==> src/rtl/core/stt_pkg.sv <==
// ----------------------------------------------------------------------------
// stt_pkg
// Shared types, codes and character helpers of the source text tokenizer.
// ----------------------------------------------------------------------------
`default_nettype none

package stt_pkg;

  localparam int POS_BITS = 20;
  localparam int OUT_BITS = 20;

  typedef logic [POS_BITS-1:0] pos_t;
  typedef logic [OUT_BITS-1:0] field_t;

  // token kinds
  localparam logic [4:0] KIND_END      = 5'd0;
  localparam logic [4:0] KIND_IDENT    = 5'd1;
  localparam logic [4:0] KIND_INT      = 5'd2;
  localparam logic [4:0] KIND_FLOAT    = 5'd3;
  localparam logic [4:0] KIND_STRING   = 5'd4;
  localparam logic [4:0] KIND_CHAR     = 5'd5;
  localparam logic [4:0] KIND_PLUS     = 5'd6;
  localparam logic [4:0] KIND_PLUS_EQ  = 5'd7;
  localparam logic [4:0] KIND_MINUS    = 5'd8;
  localparam logic [4:0] KIND_MINUS_EQ = 5'd9;
  localparam logic [4:0] KIND_STAR     = 5'd10;
  localparam logic [4:0] KIND_STAR_EQ  = 5'd11;
  localparam logic [4:0] KIND_AND      = 5'd12;
  localparam logic [4:0] KIND_LBRACE   = 5'd13;
  localparam logic [4:0] KIND_RBRACE   = 5'd14;
  localparam logic [4:0] KIND_LBRACK   = 5'd15;
  localparam logic [4:0] KIND_RBRACK   = 5'd16;
  localparam logic [4:0] KIND_LPAREN   = 5'd17;
  localparam logic [4:0] KIND_RPAREN   = 5'd18;
  localparam logic [4:0] KIND_ASSIGN   = 5'd19;
  localparam logic [4:0] KIND_SEMI     = 5'd20;
  localparam logic [4:0] KIND_COMMA    = 5'd21;
  localparam logic [4:0] KIND_SLASH    = 5'd22;
  localparam logic [4:0] KIND_PERCENT  = 5'd23;
  localparam logic [4:0] KIND_DOT      = 5'd24;
  localparam logic [4:0] KIND_LESS     = 5'd25;
  localparam logic [4:0] KIND_GREATER  = 5'd26;
  localparam logic [4:0] KIND_LAST     = KIND_GREATER;

  // error codes
  localparam logic [1:0] ERR_NONE       = 2'd0;
  localparam logic [1:0] ERR_UNEXPECTED = 2'd1;
  localparam logic [1:0] ERR_CHAR_LONG  = 2'd2;
  localparam logic [1:0] ERR_UNTERM     = 2'd3;

  // characters
  localparam logic [7:0] CH_NL     = 8'd10;
  localparam logic [7:0] CH_SPACE  = 8'd32;
  localparam logic [7:0] CH_EQ     = 8'h3d;
  localparam logic [7:0] CH_AMP    = 8'h26;
  localparam logic [7:0] CH_DOT    = 8'h2e;
  localparam logic [7:0] CH_UNDER  = 8'h5f;
  localparam logic [7:0] CH_DQUOTE = 8'h22;
  localparam logic [7:0] CH_SQUOTE = 8'h27;
  localparam logic [7:0] CH_PLUS   = 8'h2b;
  localparam logic [7:0] CH_MINUS  = 8'h2d;
  localparam logic [7:0] CH_STAR   = 8'h2a;

  typedef struct packed {
    logic [4:0] kind;
    field_t     offset;
    field_t     length;
    field_t     line;
    logic [1:0] err;
  } rec_t;

  // all records caused by one byte
  typedef struct packed {
    logic [1:0]      cnt;
    rec_t [2:0]      recs;
  } grp_t;

  function automatic logic is_digit(logic [7:0] b);
    return (b >= 8'h30) && (b <= 8'h39);
  endfunction

  function automatic logic is_letter(logic [7:0] b);
    return ((b >= 8'h61) && (b <= 8'h7a)) || ((b >= 8'h41) && (b <= 8'h5a));
  endfunction

  // single-character punctuators, end kind when the byte is none of them
  function automatic logic [4:0] punct_kind(logic [7:0] b);
    logic [4:0] k;
    unique case (b)
      8'h7b:   k = KIND_LBRACE;
      8'h7d:   k = KIND_RBRACE;
      8'h5b:   k = KIND_LBRACK;
      8'h5d:   k = KIND_RBRACK;
      8'h28:   k = KIND_LPAREN;
      8'h29:   k = KIND_RPAREN;
      8'h3d:   k = KIND_ASSIGN;
      8'h3b:   k = KIND_SEMI;
      8'h2c:   k = KIND_COMMA;
      8'h2f:   k = KIND_SLASH;
      8'h25:   k = KIND_PERCENT;
      8'h2e:   k = KIND_DOT;
      8'h3c:   k = KIND_LESS;
      8'h3e:   k = KIND_GREATER;
      default: k = KIND_END;
    endcase
    return k;
  endfunction

  function automatic field_t sat_field(pos_t v);
    logic [POS_BITS+OUT_BITS-1:0] w;
    w = {{OUT_BITS{1'b0}}, v};
    if (w > {{POS_BITS{1'b0}}, {OUT_BITS{1'b1}}}) begin
      return {OUT_BITS{1'b1}};
    end
    return w[OUT_BITS-1:0];
  endfunction

  function automatic rec_t mk_rec(logic [4:0] kind, pos_t off, pos_t len, pos_t line,
                                  logic [1:0] err);
    rec_t r;
    r.kind   = kind;
    r.offset = sat_field(off);
    r.length = sat_field(len);
    r.line   = sat_field(line);
    r.err    = err;
    return r;
  endfunction

  function automatic grp_t add_rec(grp_t g, rec_t r);
    grp_t o;
    o = g;
    if (g.cnt < 2'd3) begin
      o.recs[g.cnt] = r;
      o.cnt         = g.cnt + 2'd1;
    end
    return o;
  endfunction

endpackage

`default_nettype wire

==> src/rtl/core/stt_in_if.sv <==
// ----------------------------------------------------------------------------
// stt_in_if
// Text byte channel: valid/ready handshake with one byte and a last flag.
// ----------------------------------------------------------------------------
`default_nettype none

interface stt_in_if;
  logic       valid;
  logic       ready;
  logic [7:0] text_byte;
  logic       final_byte;

  modport source (output valid, output text_byte, output final_byte, input ready);
  modport sink   (input valid, input text_byte, input final_byte, output ready);
endinterface

`default_nettype wire

==> src/rtl/core/stt_out_if.sv <==
// ----------------------------------------------------------------------------
// stt_out_if
// Token record channel: valid/ready handshake with one token record.
// ----------------------------------------------------------------------------
`default_nettype none

interface stt_out_if;
  logic        valid;
  logic        ready;
  logic [4:0]  token_kind;
  logic [19:0] start_offset;
  logic [19:0] token_length;
  logic [19:0] start_line;
  logic [1:0]  error_code;
  logic        run_end;

  modport source (output valid, output token_kind, output start_offset,
                  output token_length, output start_line, output error_code,
                  output run_end, input ready);
  modport sink   (input valid, input token_kind, input start_offset,
                  input token_length, input start_line, input error_code,
                  input run_end, output ready);
endinterface

`default_nettype wire

==> src/rtl/core/stt_front.sv <==
// ----------------------------------------------------------------------------
// stt_front
// Scanner: takes one byte per cycle unless the queue is full, updates the
// scan mode and counters and queues the records that byte causes as one group.
// ----------------------------------------------------------------------------
`default_nettype none

module stt_front (
  input  wire logic          clk,
  input  wire logic          rst,
  input  wire logic          in_valid,
  output logic               in_ready,
  input  wire logic [7:0]    text_byte,
  input  wire logic          final_byte,
  input  wire logic          q_full,
  output logic               q_push,
  output stt_pkg::grp_t      q_data
);

  localparam logic [3:0] MODE_IDLE   = 4'd0;
  localparam logic [3:0] MODE_IDENT  = 4'd1;
  localparam logic [3:0] MODE_INT    = 4'd2;
  localparam logic [3:0] MODE_FLOAT  = 4'd3;
  localparam logic [3:0] MODE_PLUS   = 4'd4;
  localparam logic [3:0] MODE_MINUS  = 4'd5;
  localparam logic [3:0] MODE_STAR   = 4'd6;
  localparam logic [3:0] MODE_AMP    = 4'd7;
  localparam logic [3:0] MODE_STRING = 4'd8;
  localparam logic [3:0] MODE_CHAR   = 4'd9;
  localparam logic [3:0] MODE_SKIP   = 4'd10;

  logic [3:0]    mode, mode_next;
  stt_pkg::pos_t byte_pos, byte_pos_next;
  stt_pkg::pos_t pend_start, pend_start_next;
  stt_pkg::pos_t line_count, line_count_next;
  stt_pkg::pos_t pend_line, pend_line_next;
  logic          lit_chars, lit_chars_next;
  stt_pkg::grp_t grp;
  logic          accept;

  function automatic stt_pkg::pos_t span(stt_pkg::pos_t end_pos, stt_pkg::pos_t start_pos);
    return (end_pos >= start_pos) ? end_pos - start_pos : '0;
  endfunction

  assign in_ready = !q_full;
  assign accept   = in_valid && in_ready;
  assign q_push   = accept && (grp.cnt != 2'd0);
  assign q_data   = grp;

  always_comb begin
    logic          to_idle;
    logic [4:0]    op_kind;
    logic [4:0]    pk;
    stt_pkg::pos_t sp;
    stt_pkg::pos_t b_pos;
    stt_pkg::pos_t l_cnt;

    mode_next       = mode;
    pend_start_next = pend_start;
    pend_line_next  = pend_line;
    lit_chars_next  = lit_chars;
    grp             = '0;
    to_idle         = 1'b0;
    sp              = span(byte_pos, pend_start);
    b_pos           = byte_pos;
    l_cnt           = line_count;
    op_kind         = stt_pkg::KIND_PLUS;
    pk              = stt_pkg::punct_kind(text_byte);

    unique case (mode)
      MODE_IDENT: begin
        if (!(stt_pkg::is_letter(text_byte) || stt_pkg::is_digit(text_byte) ||
              text_byte == stt_pkg::CH_UNDER)) begin
          grp = stt_pkg::add_rec(grp, stt_pkg::mk_rec(stt_pkg::KIND_IDENT, pend_start, sp,
                                                      pend_line, stt_pkg::ERR_NONE));
          to_idle = 1'b1;
        end
      end
      MODE_INT: begin
        if (text_byte == stt_pkg::CH_DOT) begin
          mode_next = MODE_FLOAT;
        end else if (!stt_pkg::is_digit(text_byte)) begin
          grp = stt_pkg::add_rec(grp, stt_pkg::mk_rec(stt_pkg::KIND_INT, pend_start, sp,
                                                      pend_line, stt_pkg::ERR_NONE));
          to_idle = 1'b1;
        end
      end
      MODE_FLOAT: begin
        if (!stt_pkg::is_digit(text_byte)) begin
          grp = stt_pkg::add_rec(grp, stt_pkg::mk_rec(stt_pkg::KIND_FLOAT, pend_start, sp,
                                                      pend_line, stt_pkg::ERR_NONE));
          to_idle = 1'b1;
        end
      end
      MODE_PLUS, MODE_MINUS, MODE_STAR: begin
        if (mode == MODE_MINUS) begin
          op_kind = stt_pkg::KIND_MINUS;
        end else if (mode == MODE_STAR) begin
          op_kind = stt_pkg::KIND_STAR;
        end
        if (text_byte == stt_pkg::CH_EQ) begin
          // the compound form always follows its single-character kind
          grp = stt_pkg::add_rec(grp, stt_pkg::mk_rec(op_kind + 5'd1, pend_start,
                                                      stt_pkg::POS_BITS'(2), pend_line,
                                                      stt_pkg::ERR_NONE));
          mode_next = MODE_IDLE;
        end else begin
          grp = stt_pkg::add_rec(grp, stt_pkg::mk_rec(op_kind, pend_start,
                                                      stt_pkg::POS_BITS'(1), pend_line,
                                                      stt_pkg::ERR_NONE));
          to_idle = 1'b1;
        end
      end
      MODE_AMP: begin
        if (text_byte == stt_pkg::CH_AMP) begin
          grp = stt_pkg::add_rec(grp, stt_pkg::mk_rec(stt_pkg::KIND_AND, pend_start,
                                                      stt_pkg::POS_BITS'(2), pend_line,
                                                      stt_pkg::ERR_NONE));
          mode_next = MODE_IDLE;
        end else begin
          grp = stt_pkg::add_rec(grp, stt_pkg::mk_rec(stt_pkg::KIND_END, pend_start, '0,
                                                      pend_line, stt_pkg::ERR_UNEXPECTED));
          mode_next = MODE_SKIP;
        end
      end
      MODE_STRING: begin
        if (text_byte == stt_pkg::CH_DQUOTE) begin
          // body length leaves out the opening quote
          grp = stt_pkg::add_rec(grp, stt_pkg::mk_rec(stt_pkg::KIND_STRING, pend_start,
                                                      (sp != '0) ? sp - stt_pkg::POS_BITS'(1)
                                                                 : sp,
                                                      pend_line, stt_pkg::ERR_NONE));
          mode_next = MODE_IDLE;
        end
      end
      MODE_CHAR: begin
        if (text_byte == stt_pkg::CH_SQUOTE) begin
          grp = stt_pkg::add_rec(grp, stt_pkg::mk_rec(stt_pkg::KIND_CHAR, pend_start,
                                                      stt_pkg::POS_BITS'(lit_chars),
                                                      pend_line, stt_pkg::ERR_NONE));
          mode_next = MODE_IDLE;
        end else if (lit_chars) begin
          grp = stt_pkg::add_rec(grp, stt_pkg::mk_rec(stt_pkg::KIND_END, pend_start, '0,
                                                      pend_line, stt_pkg::ERR_CHAR_LONG));
          mode_next = MODE_SKIP;
        end else begin
          lit_chars_next = 1'b1;
        end
      end
      MODE_SKIP: begin
      end
      default: begin
        to_idle = 1'b1;
      end
    endcase

    // the byte that closed a token may open the next one
    if (to_idle) begin
      mode_next = MODE_IDLE;
      priority if (text_byte == stt_pkg::CH_SPACE || text_byte == stt_pkg::CH_NL) begin
      end else if (stt_pkg::is_digit(text_byte)) begin
        mode_next = MODE_INT;
      end else if (stt_pkg::is_letter(text_byte)) begin
        mode_next = MODE_IDENT;
      end else if (text_byte == stt_pkg::CH_PLUS) begin
        mode_next = MODE_PLUS;
      end else if (text_byte == stt_pkg::CH_MINUS) begin
        mode_next = MODE_MINUS;
      end else if (text_byte == stt_pkg::CH_STAR) begin
        mode_next = MODE_STAR;
      end else if (text_byte == stt_pkg::CH_AMP) begin
        mode_next = MODE_AMP;
      end else if (text_byte == stt_pkg::CH_DQUOTE) begin
        mode_next = MODE_STRING;
      end else if (text_byte == stt_pkg::CH_SQUOTE) begin
        mode_next      = MODE_CHAR;
        lit_chars_next = 1'b0;
      end else if (pk != stt_pkg::KIND_END) begin
        grp = stt_pkg::add_rec(grp, stt_pkg::mk_rec(pk, byte_pos, stt_pkg::POS_BITS'(1),
                                                    line_count, stt_pkg::ERR_NONE));
      end else begin
        grp = stt_pkg::add_rec(grp, stt_pkg::mk_rec(stt_pkg::KIND_END, byte_pos, '0,
                                                    line_count, stt_pkg::ERR_UNEXPECTED));
        mode_next = MODE_SKIP;
      end
      if (mode_next != MODE_IDLE && mode_next != MODE_SKIP) begin
        pend_start_next = byte_pos;
        pend_line_next  = line_count;
      end
    end

    if (text_byte == stt_pkg::CH_NL && line_count != '1) begin
      l_cnt = line_count + stt_pkg::POS_BITS'(1);
    end
    if (byte_pos != '1) begin
      b_pos = byte_pos + stt_pkg::POS_BITS'(1);
    end
    byte_pos_next   = b_pos;
    line_count_next = l_cnt;

    if (final_byte) begin
      sp = span(b_pos, pend_start_next);
      unique case (mode_next)
        MODE_IDENT:
          grp = stt_pkg::add_rec(grp, stt_pkg::mk_rec(stt_pkg::KIND_IDENT, pend_start_next,
                                                      sp, pend_line_next, stt_pkg::ERR_NONE));
        MODE_INT:
          grp = stt_pkg::add_rec(grp, stt_pkg::mk_rec(stt_pkg::KIND_INT, pend_start_next,
                                                      sp, pend_line_next, stt_pkg::ERR_NONE));
        MODE_FLOAT:
          grp = stt_pkg::add_rec(grp, stt_pkg::mk_rec(stt_pkg::KIND_FLOAT, pend_start_next,
                                                      sp, pend_line_next, stt_pkg::ERR_NONE));
        MODE_PLUS:
          grp = stt_pkg::add_rec(grp, stt_pkg::mk_rec(stt_pkg::KIND_PLUS, pend_start_next,
                                                      stt_pkg::POS_BITS'(1), pend_line_next,
                                                      stt_pkg::ERR_NONE));
        MODE_MINUS:
          grp = stt_pkg::add_rec(grp, stt_pkg::mk_rec(stt_pkg::KIND_MINUS, pend_start_next,
                                                      stt_pkg::POS_BITS'(1), pend_line_next,
                                                      stt_pkg::ERR_NONE));
        MODE_STAR:
          grp = stt_pkg::add_rec(grp, stt_pkg::mk_rec(stt_pkg::KIND_STAR, pend_start_next,
                                                      stt_pkg::POS_BITS'(1), pend_line_next,
                                                      stt_pkg::ERR_NONE));
        MODE_AMP:
          grp = stt_pkg::add_rec(grp, stt_pkg::mk_rec(stt_pkg::KIND_END, pend_start_next, '0,
                                                      pend_line_next,
                                                      stt_pkg::ERR_UNEXPECTED));
        MODE_STRING, MODE_CHAR:
          grp = stt_pkg::add_rec(grp, stt_pkg::mk_rec(stt_pkg::KIND_END, pend_start_next, '0,
                                                      pend_line_next, stt_pkg::ERR_UNTERM));
        default: begin
        end
      endcase
      grp = stt_pkg::add_rec(grp, stt_pkg::mk_rec(stt_pkg::KIND_END, b_pos, '0, l_cnt,
                                                  stt_pkg::ERR_NONE));
      // back to the start of a fresh text
      mode_next       = MODE_IDLE;
      byte_pos_next   = '0;
      pend_start_next = '0;
      line_count_next = stt_pkg::POS_BITS'(1);
      pend_line_next  = stt_pkg::POS_BITS'(1);
      lit_chars_next  = 1'b0;
    end
  end

  always_ff @(posedge clk) begin
    if (rst) begin
      mode       <= MODE_IDLE;
      byte_pos   <= '0;
      pend_start <= '0;
      line_count <= stt_pkg::POS_BITS'(1);
      pend_line  <= stt_pkg::POS_BITS'(1);
      lit_chars  <= 1'b0;
    end else if (accept) begin
      mode       <= mode_next;
      byte_pos   <= byte_pos_next;
      pend_start <= pend_start_next;
      line_count <= line_count_next;
      pend_line  <= pend_line_next;
      lit_chars  <= lit_chars_next;
    end
  end

endmodule

`default_nettype wire

==> src/rtl/core/stt_queue.sv <==
// ----------------------------------------------------------------------------
// stt_queue
// Two-entry queue of record groups between the scanner and the serializer.
// ----------------------------------------------------------------------------
`default_nettype none

module stt_queue (
  input  wire logic          clk,
  input  wire logic          rst,
  input  wire logic          push,
  input  wire stt_pkg::grp_t push_data,
  output logic               full,
  input  wire logic          pop,
  output logic               empty,
  output stt_pkg::grp_t      head
);

  stt_pkg::grp_t mem [2];
  logic          wr_ptr;
  logic          rd_ptr;
  logic [1:0]    count;

  assign full  = (count == 2'd2);
  assign empty = (count == 2'd0);
  assign head  = mem[rd_ptr];

  always_ff @(posedge clk) begin
    if (push) begin
      mem[wr_ptr] <= push_data;
    end
  end

  always_ff @(posedge clk) begin
    if (rst) begin
      wr_ptr <= 1'b0;
      rd_ptr <= 1'b0;
      count  <= 2'd0;
    end else begin
      if (push) begin
        wr_ptr <= ~wr_ptr;
      end
      if (pop) begin
        rd_ptr <= ~rd_ptr;
      end
      unique case ({push, pop})
        2'b10:   count <= count + 2'd1;
        2'b01:   count <= count - 2'd1;
        default: count <= count;
      endcase
    end
  end

endmodule

`default_nettype wire

==> src/rtl/core/stt_back.sv <==
// ----------------------------------------------------------------------------
// stt_back
// Serializer: sends the records of the head group one per handshake and
// marks the last record of each group.
// ----------------------------------------------------------------------------
`default_nettype none

module stt_back (
  input  wire logic          clk,
  input  wire logic          rst,
  input  wire logic          q_empty,
  input  wire stt_pkg::grp_t q_head,
  output logic               q_pop,
  output logic               out_valid,
  input  wire logic          out_ready,
  output stt_pkg::rec_t      out_rec,
  output logic               out_last
);

  logic [1:0] idx;
  logic       last;
  logic       take;

  assign out_valid = !q_empty;
  assign out_rec   = q_head.recs[idx];
  assign last      = (idx == q_head.cnt - 2'd1);
  assign out_last  = last;
  assign take      = out_valid && out_ready;
  assign q_pop     = take && last;

  always_ff @(posedge clk) begin
    if (rst) begin
      idx <= 2'd0;
    end else if (take) begin
      idx <= last ? 2'd0 : idx + 2'd1;
    end
  end

endmodule

`default_nettype wire

==> src/rtl/core/source_text_tokenizer.sv <==
// ----------------------------------------------------------------------------
// source_text_tokenizer
// Byte-stream lexer producing token records with offset, length and line.
// ----------------------------------------------------------------------------
// Usage:
//   text_in takes one source byte per request, final_byte set on the last
//   byte of a text. token_out gives one token record per request; run_end
//   marks the last record caused by one byte.
//   A byte is taken in the cycle it is offered while the two-entry group
//   queue has room, so the input runs at one byte per cycle. The records of
//   a byte can be taken from the cycle after it was accepted; one record
//   leaves per cycle when not stalled, so a byte causing k records holds the
//   output until all k have left and the scanner runs ahead until the group
//   queue fills. Bytes causing no record (inside a token, blanks) queue nothing.
//   Reset clears the scan mode, counters and queue; offsets start at 0 and
//   lines at 1. After the final byte the scanner returns to the same state.
//   When the receiver stalls, the head record holds and text_in drops ready
//   once two groups wait.
// ----------------------------------------------------------------------------
`default_nettype none

module source_text_tokenizer (
  input  wire logic   clk,
  input  wire logic   rst,
  stt_in_if.sink      text_in,
  stt_out_if.source   token_out
);

  logic          q_full;
  logic          q_push;
  stt_pkg::grp_t q_data;
  logic          q_pop;
  logic          q_empty;
  stt_pkg::grp_t q_head;
  stt_pkg::rec_t rec;
  logic          rec_last;

  stt_front u_front (
    .clk        (clk),
    .rst        (rst),
    .in_valid   (text_in.valid),
    .in_ready   (text_in.ready),
    .text_byte  (text_in.text_byte),
    .final_byte (text_in.final_byte),
    .q_full     (q_full),
    .q_push     (q_push),
    .q_data     (q_data)
  );

  stt_queue u_queue (
    .clk       (clk),
    .rst       (rst),
    .push      (q_push),
    .push_data (q_data),
    .full      (q_full),
    .pop       (q_pop),
    .empty     (q_empty),
    .head      (q_head)
  );

  stt_back u_back (
    .clk       (clk),
    .rst       (rst),
    .q_empty   (q_empty),
    .q_head    (q_head),
    .q_pop     (q_pop),
    .out_valid (token_out.valid),
    .out_ready (token_out.ready),
    .out_rec   (rec),
    .out_last  (rec_last)
  );

  assign token_out.token_kind   = rec.kind;
  assign token_out.start_offset = rec.offset;
  assign token_out.token_length = rec.length;
  assign token_out.start_line   = rec.line;
  assign token_out.error_code   = rec.err;
  assign token_out.run_end      = rec_last;

endmodule

`default_nettype wire

==> src/flat_wrapper.sv <==
// flat-port wrapper written by rule: the top's interface ports become plain ports
module source_text_tokenizer_flat 
  (clk, rst, text_in_valid, text_in_text_byte, text_in_final_byte, text_in_ready, token_out_valid, token_out_token_kind, token_out_start_offset, token_out_token_length, token_out_start_line, token_out_error_code, token_out_run_end, token_out_ready);
  stt_in_if text_in_i ();
  stt_out_if token_out_i ();
  input  wire logic clk;
  input  wire logic rst;
  input wire logic [$bits(text_in_i.valid)-1:0] text_in_valid;
  input wire logic [$bits(text_in_i.text_byte)-1:0] text_in_text_byte;
  input wire logic [$bits(text_in_i.final_byte)-1:0] text_in_final_byte;
  output wire logic [$bits(text_in_i.ready)-1:0] text_in_ready;
  output wire logic [$bits(token_out_i.valid)-1:0] token_out_valid;
  output wire logic [$bits(token_out_i.token_kind)-1:0] token_out_token_kind;
  output wire logic [$bits(token_out_i.start_offset)-1:0] token_out_start_offset;
  output wire logic [$bits(token_out_i.token_length)-1:0] token_out_token_length;
  output wire logic [$bits(token_out_i.start_line)-1:0] token_out_start_line;
  output wire logic [$bits(token_out_i.error_code)-1:0] token_out_error_code;
  output wire logic [$bits(token_out_i.run_end)-1:0] token_out_run_end;
  input wire logic [$bits(token_out_i.ready)-1:0] token_out_ready;
  assign text_in_i.valid = text_in_valid;
  assign text_in_i.text_byte = text_in_text_byte;
  assign text_in_i.final_byte = text_in_final_byte;
  assign text_in_ready = text_in_i.ready;
  assign token_out_valid = token_out_i.valid;
  assign token_out_token_kind = token_out_i.token_kind;
  assign token_out_start_offset = token_out_i.start_offset;
  assign token_out_token_length = token_out_i.token_length;
  assign token_out_start_line = token_out_i.start_line;
  assign token_out_error_code = token_out_i.error_code;
  assign token_out_run_end = token_out_i.run_end;
  assign token_out_i.ready = token_out_ready;
  source_text_tokenizer u_core (.clk(clk), .rst(rst), .text_in(text_in_i), .token_out(token_out_i));
endmodule
==> config.mk <==
export PLATFORM = sky130hd
export DESIGN_NAME = source_text_tokenizer_flat
export DESIGN_NICKNAME = d
export VERILOG_FILES = /design/src/rtl/core/stt_pkg.sv /design/src/rtl/core/stt_in_if.sv /design/src/rtl/core/stt_out_if.sv /design/src/rtl/core/stt_front.sv /design/src/rtl/core/stt_queue.sv /design/src/rtl/core/stt_back.sv /design/src/rtl/core/source_text_tokenizer.sv /design/src/flat_wrapper.sv
export SDC_FILE = /design/constraint.sdc
export NUM_CORES = 1
export LEC_CHECK = 0
export CAP_MARGIN = 10
export CELL_PAD_IN_SITES_DETAIL_PLACEMENT = 1
export CELL_PAD_IN_SITES_GLOBAL_PLACEMENT = 1
export CORE_UTILIZATION = 35
export CTS_CLUSTER_DIAMETER = 200
export DETAILED_ROUTE_END_ITERATION = 7
export DONT_BUFFER_PORTS = 1
export PLACE_DENSITY = 0.57
export REMOVE_ABC_BUFFERS = 1
export SLEW_MARGIN = 10
export SYNTH_ARGS = -nofsm -noshare
export SYNTH_HDL_FRONTEND = slang
export SYNTH_HIERARCHICAL = 1
export SYNTH_SLANG_ARGS = --single-unit
==> constraint.sdc <==
create_clock -name clk -period 15.4 [get_ports clk]
set_input_delay 2.31 -clock clk [delete_from_list [all_inputs] [get_ports clk]]
set_output_delay 2.31 -clock clk [all_outputs]
set_load 0.01 [all_outputs]
== Word-level counts from Yosys, hierarchy flattened ==
Memory sizes are Yosys's and may differ from the RTL's. A register that Yosys moved wholly into a read port is not among the register bits.
Cells that the tools add are included.

* Reduce and logical (&&, ||, !) cells: 27
* Order comparisons: 18
* Muxes and demuxes: 115
* Bitwise logic cells: 2
* Eq/ne operators: 49
* Add/subtract/negate cells: 13

{| class="wikitable"
|+ Operator list
! cell !! number
|-
| $mux 203 || 24
|-
| $bwmux 201 || 11
|-
| $pmux 203 s8 || 1
|-
| $mux 202 || 7
|-
| $pmux 202 s7 || 1
|-
| $demux 67 s2 || 3
|-
| $mux 67 || 5
|-
| $mux 20 || 13
|-
| $eq 8x6->1 const B || 17
|-
| $bmux 67 s2 || 1
|-
| $mux 4 || 21
|-
| $pmux 5 s14 || 1
|-
| $mux 66 || 1
|-
| $add 20x1->20 const B || 2
|-
| $eq 8x7->1 const B || 5
|-
| $ge 20x20->1 || 2
|-
| $ne 20x20->1 const B || 2
|-
| $sub 20x20->20 || 2
|-
| $eq 4x3->1 const B || 8
|-
| $mux 1 || 21
|-
| $eq 4x4->1 const B || 5
|-
| $pmux 4 s5 || 1
|-
| $reduce_bool 20->1 || 1
|-
| $sub 20x1->20 const B || 1
|-
| other kinds (32) || 68
|}

* Logic and storage cells: 235
* Output and inout port bits: 70
* Input port bits: 13
* Memories kept: 1
* Register bits after elaboration: 91
* Bits in writable memories: 406

{| class="wikitable"
|+ Memory list
! memory !! words !! bits a word !! read ports !! clocked after Yosys merged registers in !! wr ports !! line !! source
|-
| u_core.u_queue.mem || 2 || 203 || 1 || 1 || 1 || stt_queue.sv:18 || <nowiki>stt_pkg::grp_t mem [2];</nowiki>
|}

== Depth between registers and ports, before layout ==
Gate-level depths: netlist (run 1).

* Depth in word-level cells: 43
* Gate-level depth with buffers: 26

== Cells and area by module ==
The synthesis (run 1) kept the hierarchy.

{| class="wikitable"
|+ Modules (own cells, without submodules)
! module !! seq. area each (µm²) !! times used !! area an instance (µm²) !! cells each
|-
| stt_queue || 12291.8 || 1 || 15554.9 || 654
|-
| stt_front || 1701.6 || 1 || 12359.4 || 1938
|-
| stt_back || 40.0 || 1 || 1529.0 || 240
|}

== Worst setup path after synthesis (run 1) ==
Ideal clock, no wire load.

* Path type: in2reg
* Start: in text_in_text_byte[4]
* End: mem u_core/u_queue/mem[0][0] (netlist bit) (enable)
* Slack: 0.793 ns
* Data arrival time: 13.838 ns
* Library setup time: 0.769 ns
* Stages: 17
* Buffers on the path: 4
* Cells stage by stage: buf_2 or4b_4 nor3_4 inv_1 nor2_1 and3b_1 and2_1 inv_2 clkbuf_1 clkbuf_1 ha_1 and3_1 clkbuf_1 nor2_1 a21oi_1 inv_1 nor2_1

* Longest elaborated chain between the ends: 31
* Elaborated cells between the ends (all ways): 113
* Those cells by class: 3 x add/sub; 9 x order compare; 32 x eq/ne; 58 x mux; 11 x reduce/logical

{| class="wikitable"
|+ Ends and longest elaborated chain
! what !! line !! source
|-
| start, declared || flat_wrapper.sv:9 || <nowiki>input wire logic [$bits(text_in_i.text_byte)-1:0] text_in_text_byte;</nowiki>
|-
| $ge 8x7->1 or $le 8x7->1 (tied branches) || stt_pkg.sv:83 || <nowiki>return ((b >= 8'h61) && (b <= 8'h7a)) || ((b >= 8'h41) && (b <= 8'h5a));</nowiki>
|-
| $logic_and 1x1->1 || stt_pkg.sv:83 ||
|-
| $logic_or 1x1->1 || stt_pkg.sv:83 ||
|-
| $logic_or 1x1->1 (2 in a row) || stt_front.sv:72 || <nowiki>if (!(stt_pkg::is_letter(text_byte) || stt_pkg::is_digit(text_byte) ||</nowiki>
|-
| $mux 202 || stt_front.sv:72 ||
|-
| $pmux 202 s7 || stt_front.sv:70 || <nowiki>unique case (mode)</nowiki>
|-
| $add 2x1->2 or $lt 2x2->1 (tied branches) || stt_pkg.sv:134, stt_pkg.sv:132 ||
|-
| $mux 203 || stt_pkg.sv:132 || <nowiki>if (g.cnt < 2'd3) begin</nowiki>
|-
| (+15 left out) || - ||
|-
| $add 2x1->2 or $lt 2x2->1 (tied branches) || stt_pkg.sv:134, stt_pkg.sv:132 ||
|-
| $mux 203 || stt_pkg.sv:132 ||
|-
| $mux 203 (*) || stt_front.sv:201 || <nowiki>if (final_byte) begin</nowiki>
|-
| $reduce_bool 2->1 (*) || stt_front.sv:47 || <nowiki>assign q_push = accept && (grp.cnt != 2'd0);</nowiki>
|-
| $logic_and 1x1->1 (*) || stt_front.sv:47 ||
|-
| via u_core.q_push || source_text_tokenizer.sv:30 || <nowiki>logic q_push;</nowiki>
|-
| $mux 1 (*) || stt_queue.sv:28 || <nowiki>if (push) begin</nowiki>
|-
| $mux 1 (not written as such) (*) || stt_queue.sv:29 || <nowiki>mem[wr_ptr] <= push_data;</nowiki>
|-
| end, declared || stt_queue.sv:18 ||
|}

Mark *: on every way through the listed nets, which the timed path passes. The rest lies on a longest branch. The select of a mux whose other input is x is not followed.

==> results of run 1 <==
-- worst max-delay path, stage by stage --
cell       delay (ns)
nor2b_1          0.39
a32oi_1          0.17
o21ai_1          0.40
nand3_1          0.40
o31a_2           0.24
buf_4            0.39
o21ai_0          0.65
inv_1            0.18
ha_1             0.35
nor2b_1          0.16
o21a_1           0.14
o21ai_0          0.12
a2111oi_0        0.78
a21oi_1          0.25
a21oi_1          0.34
a41oi_1          0.22
a21oi_1          0.21
xnor2_1          0.19
nor2_1           0.07
or4_1            0.55
-- cell usage after synthesis, drive strengths merged (6+ instances only) --
| cell type | count | share of area |
|---|---|---|
| nor2 | 335 | 0.043 |
| xor2 | 26 | 0.0077 |
| a21oi | 212 | 0.036 |
| ha | 46 | 0.020 |
| nand3b | 7 | 0.0018 |
| clkbuf | 123 | 0.016 |
| nand4 | 14 | 0.0032 |
| nand3 | 67 | 0.011 |
| and2 | 16 | 0.0035 |
| nand2 | 253 | 0.032 |
| or3 | 23 | 0.0051 |
| xnor2 | 59 | 0.018 |
| o211ai | 12 | 0.0031 |
| o21a | 17 | 0.0043 |
| a211o | 8 | 0.0024 |
| buf | 110 | 0.026 |
| mux2 | 207 | 0.10 |
| a22oi | 41 | 0.010 |
| o22ai | 11 | 0.0023 |
| a21o | 20 | 0.0051 |
| o31ai | 8 | 0.0020 |
| o21ai | 209 | 0.036 |
| nor4b | 6 | 0.0020 |
| mux2i | 107 | 0.037 |
| a31oi | 28 | 0.0059 |
| and3 | 49 | 0.010 |
| or2 | 6 | 0.0013 |
| nor4 | 11 | 0.0031 |
| inv | 54 | 0.0069 |
| nand2b | 19 | 0.0040 |
| dfxtp | 92 | 0.063 |
| nor3 | 37 | 0.0074 |
| a211oi | 38 | 0.0099 |
| o221ai | 14 | 0.0042 |
| a2111oi | 6 | 0.0024 |
| nor3b | 7 | 0.0018 |
| edfxtp | 406 | 0.41 |
| a2bb2oi | 6 | 0.0018 |
| o31a | 7 | 0.0021 |
| nor2b | 25 | 0.0056 |
-- worst paths after layout --
check                                    start                            to  slack, ns  cells after the start
setup / recovery          text_in_text_byte[1]     u_core/u_queue/mem[0][41]       7.22                     20
hold / removal    u_core/u_front/pend_line[13]  u_core/u_front/pend_line[13]       0.52                      2
setup reg to reg        u_core/u_front/mode[1]     u_core/u_queue/mem[0][30]       8.19                     19
hold reg to reg   u_core/u_front/pend_line[13]  u_core/u_front/pend_line[13]       0.52                      2
-- kinds of logic after synthesis --
group	count (synthesis)	share of synthesized area
AOI/OAI and AO/OA	700	0.1482
muxes	314	0.1378
other	1	0.0001274
buffers and inverters	288	0.04840
adders and majority gates	48	0.02091
xor gates and xnor gates	85	0.02528
DFF	498	0.4766
and+or+nand+nor	898	0.1427
-- state kept, by name, summed over array words and instances (netlist names), named ones only --
| name | flops |
|---|---|
| u_core/u_queue/rd_ptr | 1 |
| u_core/u_front/lit_chars | 1 |
| u_core/u_front/pend_start | 20 |
| u_core/u_back/idx | 2 |
| u_core/u_front/byte_pos | 20 |
| u_core/u_front/mode | 4 |
| u_core/u_queue/mem | 406 |
| u_core/u_queue/count | 2 |
| u_core/u_front/pend_line | 20 |
| u_core/u_queue/wr_ptr | 1 |
| u_core/u_front/line_count | 20 |
-- through the flow --
step                      utilization  hold WS [ns]  std cells  area, µm²
final                          0.3820        0.5172       3847      31870
after floorplan                     -        0.4614       2623      28310
after CTS                      0.3820        0.5205       3847      31870
after global routing           0.3820        0.5525       3847      31870
after detailed placement       0.3601        0.5073       3739      30040
after global placement         0.3601        0.4822       3739      30040
-- metal layers --
layer,up-vias,track usage
li1,10150,-
met1,11290,0.2806
met3,137,0.03189
met5,-,0
met2,418,0.3784
met4,0,0.06752
-- report_power, final --
group / internal, W / total [W] / switching (W)
Combinational: 0.000354 / 0.00102 / 0.000663
Sequential: 0.00166 / 0.00171 / 0.0000498
Clock: 0.000765 / 0.00134 / 0.000574
Total: 0.00278 / 0.00406 / 0.00129
-- area by class of cell --
cell class,count,area share
Timing Repair Buffer,36,0.009267
Tap cell,1080,0.04241
Sequential cell,498,0.4407
Clock inverter,40,0.009934
Clock buffer,68,0.04735
Inverter,55,0.006479
Multi-Input combinational cell,2070,0.4438
==> impl_metrics.tcl, run 1 <==
set metrics [dict create \
    status "finished, violations left" \
    violations "slew limit" \
    synth_cells 2832 \
    cts_resized 0 \
    peakVddDrop_uv 91.71 \
    met2WireLength_um 46130 \
    core_um2 83420 \
    synth_seq_cells 498 \
    grt-ovfl-total 0 \
    min_period_ns 8.177 \
    worst_slew_pin_slew_ns 1.542 \
    via_per_inst 5.717 \
    grt_max_degree 161 \
    fin_tns_setup_ns 0 \
    ioPinCount 83 \
    end_kind "flip-flop" \
    cts_hold_buf 0 \
    ctsRootBufferMaster "clkbuf_16" \
    routed_wl_um 94580 \
    nets 2780 \
    vias 22000 \
    drc 0 \
    synth_cell_type_count 107 \
    worst-endpoint-required_ns 15.76 \
    arrival_ns 8.53 \
    clk_pin_slew_ns 0.07 \
    drive_above_1_share 0.1388 \
    finalMaxSlewViolations 39 \
    num_antenna_cells 0 \
    n_fill_cell 9189 \
    rsz0062_at_grt "no" \
    grtUsageTotal 0.2188 \
    cts_buffer_depth 3 \
    syn_to_final_growth_pct 8.227 \
    clock-sinks 498 \
    layout.area.seq_um2 14040 \
    port_buffers 0 \
    max_freq_mhz 122.3 \
    seq_area_frac_synth 0.4766 \
    finalHoldViolations 0 \
    antenna_found_initial 0 \
    hold_class "reg -> reg" \
    synthArstFlopShare 0 \
    die_h_um 292.0 \
    initial_core_util 0.3529 \
    period_share 0.5309 \
    htreeDepth 2 \
    drt_iter0_drc 1277 \
    drv_cap 0 \
    crit_fanout 52 \
    synth_edf_count 406 \
    dieArea_um2 85290 \
    clk_latency_ns 0.64 \
    grt_first_pass_wirelength_um 144000 \
    worstSetupStartpointType "input pin" \
    syn_area_per_cell_um2 10.40 \
    drt-met1-wl_um 41950 \
    slew-limit-headroom -0.02795 \
    yosysWarnings 6 \
    first_pass_iters 5 \
    cts_buffers 58 \
    fin_ws_ns 7.223 \
    power.total_w 0.004062 \
    grt_pass1_vias 23560 \
    dp_hpwl_um 61790 \
    die_w_um 292.0 \
    multi_input_area_um2 14140 \
    p_leak_nw 10.96 \
    worstSetupPathType "in -> reg" \
    final_cell_mix "edfxtp_1 (406), nor2_1 (327), nand2_1 (249)" \
    wire_per_inst_um 24.59 \
    cts_tree "built" \
    finalSetupViolations 0 \
    fin_skew_ns 0.03357 \
    post_cts_buffers 0 \
    synth-main-ff-cell "edfxtp_1" \
    power.density_nw_per_um2 127.5 \
    syn_area_um2 29440 \
    gp_congestion 0.8640 \
    layout_commonest_cell "edfxtp_1" \
    wl_met3_um 3864 \
    dp_slack_ns 6.639 \
    highest_layer "met4" \
    ant_nets 0 \
    row_count 106 \
]
No activity file was read; power rests on OpenSTA's default activity.
==> run 2, diff against run 1 <==
Clock period 15.4 ns to 6.95 ns, I/O delays scaled along.
==> impl_metrics.tcl, run 2 (synthesized netlist as in run 1, its figures left out) <==
set metrics [dict create \
    rsz0062_at_grt "no" \
    clk_pin_slew_ns 0.06 \
    grt_pass1_vias 23380 \
    layout_commonest_cell "edfxtp_1" \
    dp_slack_ns 0.2969 \
    layout.area.seq_um2 14040 \
    crit_fanout 16 \
    ant_nets 0 \
    port_buffers 0 \
    grtUsageTotal 0.2170 \
    max_freq_mhz 154.2 \
    cts_buffer_depth 3 \
    die_h_um 292.0 \
    multi_input_area_um2 14140 \
    fin_tns_setup_ns 0 \
    grt-ovfl-total 0 \
    routed_wl_um 94080 \
    ioPinCount 83 \
    grt_max_degree 93 \
    final_cell_mix "edfxtp_1 (406), nor2_1 (327), nand2_1 (249)" \
    utilization 0.3850 \
    worstSetupPathType "reg -> reg" \
    peakVddDrop_uv 168.4 \
    dieArea_um2 85290 \
    ctsRootBufferMaster "clkbuf_16" \
    cts_buffers 58 \
    finalHoldViolations 0 \
    syn_to_final_growth_pct 9.077 \
    vias 22010 \
    drc 0 \
    nets 2801 \
    end_kind "flip-flop" \
    first_pass_iters 5 \
    min_period_ns 6.483 \
    finalSetupViolations 0 \
    clk_latency_ns 0.63 \
    via_per_inst 5.685 \
    regMostFlops "u_core/u_queue/mem" \
    row_count 106 \
    drive_above_1_share 0.1473 \
    die_w_um 292.0 \
    cts_tree "built" \
    cts_hold_buf 0 \
    htreeDepth 2 \
    cts_resized 0 \
    power.density_nw_per_um2 280.6 \
    status "complete, no violations" \
    core_um2 83420 \
    slew-limit-headroom 0.1662 \
    initial_core_util 0.3529 \
    arrival_ns 6.92 \
    clock-sinks 498 \
    fin_skew_ns 0.03423 \
    wire_per_inst_um 24.30 \
    dp_hpwl_um 63460 \
    finalMaxSlewViolations 0 \
    p_leak_nw 11.09 \
    worstSetupStartpointType "flip-flop" \
    largest_reg_flops 406 \
    fin_ws_ns 0.4665 \
    n_fill_cell 9147 \
    post_cts_buffers 0 \
    grt_first_pass_wirelength_um 143300 \
    antenna_found_initial 0 \
    drt_iter0_drc 1442 \
    drv_cap 0 \
    worst-endpoint-required_ns 7.39 \
    worst_slew_pin_slew_ns 1.249 \
    gp_congestion 0.8509 \
    period_share 0.9329 \
    hold_class "in -> reg" \
]
==> run 2: routing by layer <==
layer	up-vias	wire, µm	share of wire	global-route usage
met2	493	46140	0.49	0.3750
met3	154	4014	0.043	0.02771
met5	-	0	0	0
met1	11160	41490	0.44	0.2816
met4	0	2440	0.026	0.06534
li1	10200	-	-	-
==> run 2: stage by stage <==
| stage | hold WS (ns) | instances | power (W) | area, µm² |
|---|---|---|---|---|
| after floorplan | 0.4614 | 2623 | 0.005582 | 28310 |
| after detailed placement | 0.5032 | 3760 | 0.006148 | 30270 |
| final | 0.5013 | 3871 | 0.009013 | 32120 |
| after global placement | 0.4779 | 3760 | 0.006085 | 30270 |
| after CTS | 0.4568 | 3870 | 0.009146 | 32110 |
| after global routing | 0.4664 | 3870 | 0.009409 | 32110 |
==> run 2: area by class of cell <==
type	count	share of cell area
inverter	55	0.006428
multi-input combinational	2070	0.4404
tap	1080	0.04208
timing repair buffer	57	0.01644
clock buffer	73	0.04788
clock inverter	37	0.009350
sequential	498	0.4373
antenna	1	0.00007792
==> run 2: path summary, 6_finish.rpt <==
path	startpoint	endpoint	slack, ns	depth (start not counted)
worst max-delay path	u_core/u_front/mode[3]	u_core/u_queue/mem[1][91]	0.47	19
worst min-delay path	rst	u_core/u_front/pend_line[5]	0.50	1
worst max register to register	u_core/u_front/mode[3]	u_core/u_queue/mem[1][91]	0.47	19
worst min register to register	u_core/u_front/pend_line[18]	u_core/u_front/pend_line[18]	0.52	2
==> run 2: critical path, stage by stage (launching register included) <==
cell      delay (ns)
dfxtp_1         0.40
nor4b_1         0.74
o41a_1          0.28
o211ai_1        0.21
nand3_1         0.20
o31a_2          0.53
mux2_2          0.45
ha_1            0.25
fa_1            0.47
nor2b_1         0.13
o21ai_0         0.10
a21boi_0        0.38
o21a_1          0.22
a31oi_1         0.14
o21ai_0         0.56
o211ai_1        0.36
nor2_2          0.19
buf_4           0.18
nand2_2         0.25
nor2_1          0.26
==> run 2: power breakdown <==
group | internal (W) | total, W | switching (W)
logic | 0.000817 | 0.00227 | 0.00146
registers | 0.00366 | 0.00379 | 0.000126
clock network | 0.00168 | 0.00295 | 0.00127
total | 0.00616 | 0.00901 | 0.00285
==> run 3, diff against run 2 <==
Settings changed: RECOVER_POWER from default to 25.
==> impl_metrics.tcl, run 3 (synthesized netlist as in run 1, its figures left out) <==
set metrics [dict create \
    final-instance-count-excl-fill 3872 \
    routed_wl_um 94170 \
    wire_per_inst_um 24.32 \
    max_freq_mhz 154.0 \
    drv_cap 11 \
    intPower_w 0.006129 \
    cts_hold_buf 0 \
    layout.area.seq_um2 14040 \
    hold_class "in -> reg" \
    worstSetupPathType "reg -> reg" \
    dp_hpwl_um 63460 \
    cts_buffer_depth 3 \
    initial_core_util 0.3529 \
    port_buffers 0 \
    grt_pass1_vias 23380 \
    placed_cells_incl_taps 3760 \
    regMostFlops "u_core/u_queue/mem" \
    drt_iter0_drc 1421 \
    grt-ovfl-total 0 \
    die_w_um 292.0 \
    grt_max_degree 93 \
    cts_tree "built" \
    violations "capacitance limit, slew limit" \
    ctsRootBufferMaster "clkbuf_16" \
    crit_end "u_core/u_queue/mem[1][91]" \
    cts_resized 0 \
    n_fill_cell 9174 \
    via_per_inst 5.690 \
    fin_skew_ns 0.03486 \
    worst-endpoint-required_ns 7.39 \
    clk_latency_ns 0.63 \
    crit_fanout 22 \
    post_cts_buffers 0 \
    clock_power_share 0.329 \
    core_um2 83420 \
    status "finished, violations left" \
    largest_reg_flops 406 \
    gp_congestion 0.8509 \
    r2r_end "u_core/u_queue/mem[1][91]" \
    drc 0 \
    first_pass_iters 6 \
    row_count 106 \
    utilization 0.3823 \
    antenna_found_initial 0 \
    arrival_ns 6.93 \
    layout_commonest_cell "edfxtp_1" \
    reg2reg_slack_ns 0.46 \
    peakVddDrop_uv 168.0 \
    grtUsageTotal 0.2170 \
    nets 2801 \
    r2r_start "u_core/u_front/mode[3]" \
    finalMaxSlewViolations 435 \
    startpoint "u_core/u_front/mode[3]" \
    switching_share 0.3167 \
    slew-limit-headroom -0.6372 \
    power.total_w 0.008969 \
    clock-sinks 498 \
    whs_ns 0.4966 \
    htreeDepth 2 \
    worst_slew_pin_slew_ns 2.456 \
    finalHoldViolations 0 \
    drive_above_1_share 0.1280 \
    cts_buffers 58 \
    period_share 0.9341 \
    worstSetupStartpointType "flip-flop" \
    finalSetupViolations 0 \
    ant_nets 0 \
    p_leak_nw 10.96 \
    pwr-share-comb 0.249 \
    die_h_um 292.0 \
    seq_power_share 0.422 \
    worst-r2r-cell-count 13 \
    final_cell_mix "edfxtp_1 (406), nor2_1 (329), nand2_1 (251)" \
    rsz0062_at_grt "no" \
    p_switching_w 0.002841 \
    grt_first_pass_wirelength_um 143300 \
    ioPinCount 83 \
    dieArea_um2 85290 \
    end_kind "flip-flop" \
    power.density_nw_per_um2 281.3 \
    min_period_ns 6.492 \
    clk_pin_slew_ns 0.06 \
    syn_to_final_growth_pct 8.312 \
    vias 22030 \
    multi_input_area_um2 13980 \
]
## run 3: cell types whose count changed in the layout (fill, tap and decap cells not counted), sizes merged
cell and change:
buf -11, clkbuf +11, clkinv +1, diode +1, inv -1
## run 3: per-layer routing
layer	up-vias	part of all wire	global-route usage
met4	0	0.025	0.06534
met1	11180	0.44	0.2816
met3	148	0.042	0.02771
li1	10200	-	-
met5	-	0	0
met2	500	0.49	0.3750
## run 3: through the flow
stage | TNS, ns | area, µm² | worst slack, ns
after floorplan | -1985.67 | 28310 | -6.461
after global placement | 0 | 30270 | 0.4978
after detailed placement | 0 | 30270 | 0.2969
after CTS | 0 | 32110 | 0.3778
after global routing | 0 | 31890 | 0.1321
final | 0 | 31890 | 0.4581
## run 3: how the worst min path moves through the flow
| stage | start | to | slack (ns) | cells past startpoint |
|---|---|---|---|---|
| 2_1_floorplan | u_core/u_queue/count[1] | u_core/u_queue/count[1] | 0.46 | 2 |
| 3_3_place_gp | u_core/u_queue/count[1] | u_core/u_queue/count[1] | 0.48 | 2 |
| 3_5_place_dp | u_core/u_front/pend_line[18] | u_core/u_front/pend_line[18] | 0.50 | 2 |
| 4_1_cts | rst | u_core/u_front/pend_line[5] | 0.46 | 1 |
| 5_1_grt | rst | u_core/u_front/pend_line[5] | 0.47 | 1 |
| 6_report | rst | u_core/u_front/pend_line[5] | 0.50 | 1 |
## run 3: power groups by stage
stage	clock network, W	logic [W]	registers (W)
after floorplan	0	0.00160	0.00399
after detailed placement	0	0.00229	0.00385
after CTS	0.00305	0.00230	0.00379
final	0.00295	0.00223	0.00378
after global placement	0	0.00226	0.00383
after global routing	0.00315	0.00240	0.00382
## run 3: layout make-up
| class | instances | share of cell area |
|---|---|---|
| diodes | 2 | 0.0001569 |
| repair buffers | 57 | 0.01471 |
| well taps | 1080 | 0.04237 |
| flip-flops and latches | 498 | 0.4403 |
| multi-input cells | 2070 | 0.4384 |
| inverters | 55 | 0.006474 |
| clock inverters | 37 | 0.009416 |
| clock buffers | 73 | 0.04822 |
## run 3: worst max-delay path: stages, from the launching register on
cell and delay, ns:
dfxtp_1 0.40, nor4b_1 0.74, o41a_1 0.28, o211ai_1 0.20
and2_0 0.45, and2_0 0.28, clkinv_1 0.08, clkbuf_1 1.10
mux2i_1 0.62, nor2_1 0.63, nand2_1 0.31, nor2_2 0.55
nand2_2 0.42, nor2_1 0.27
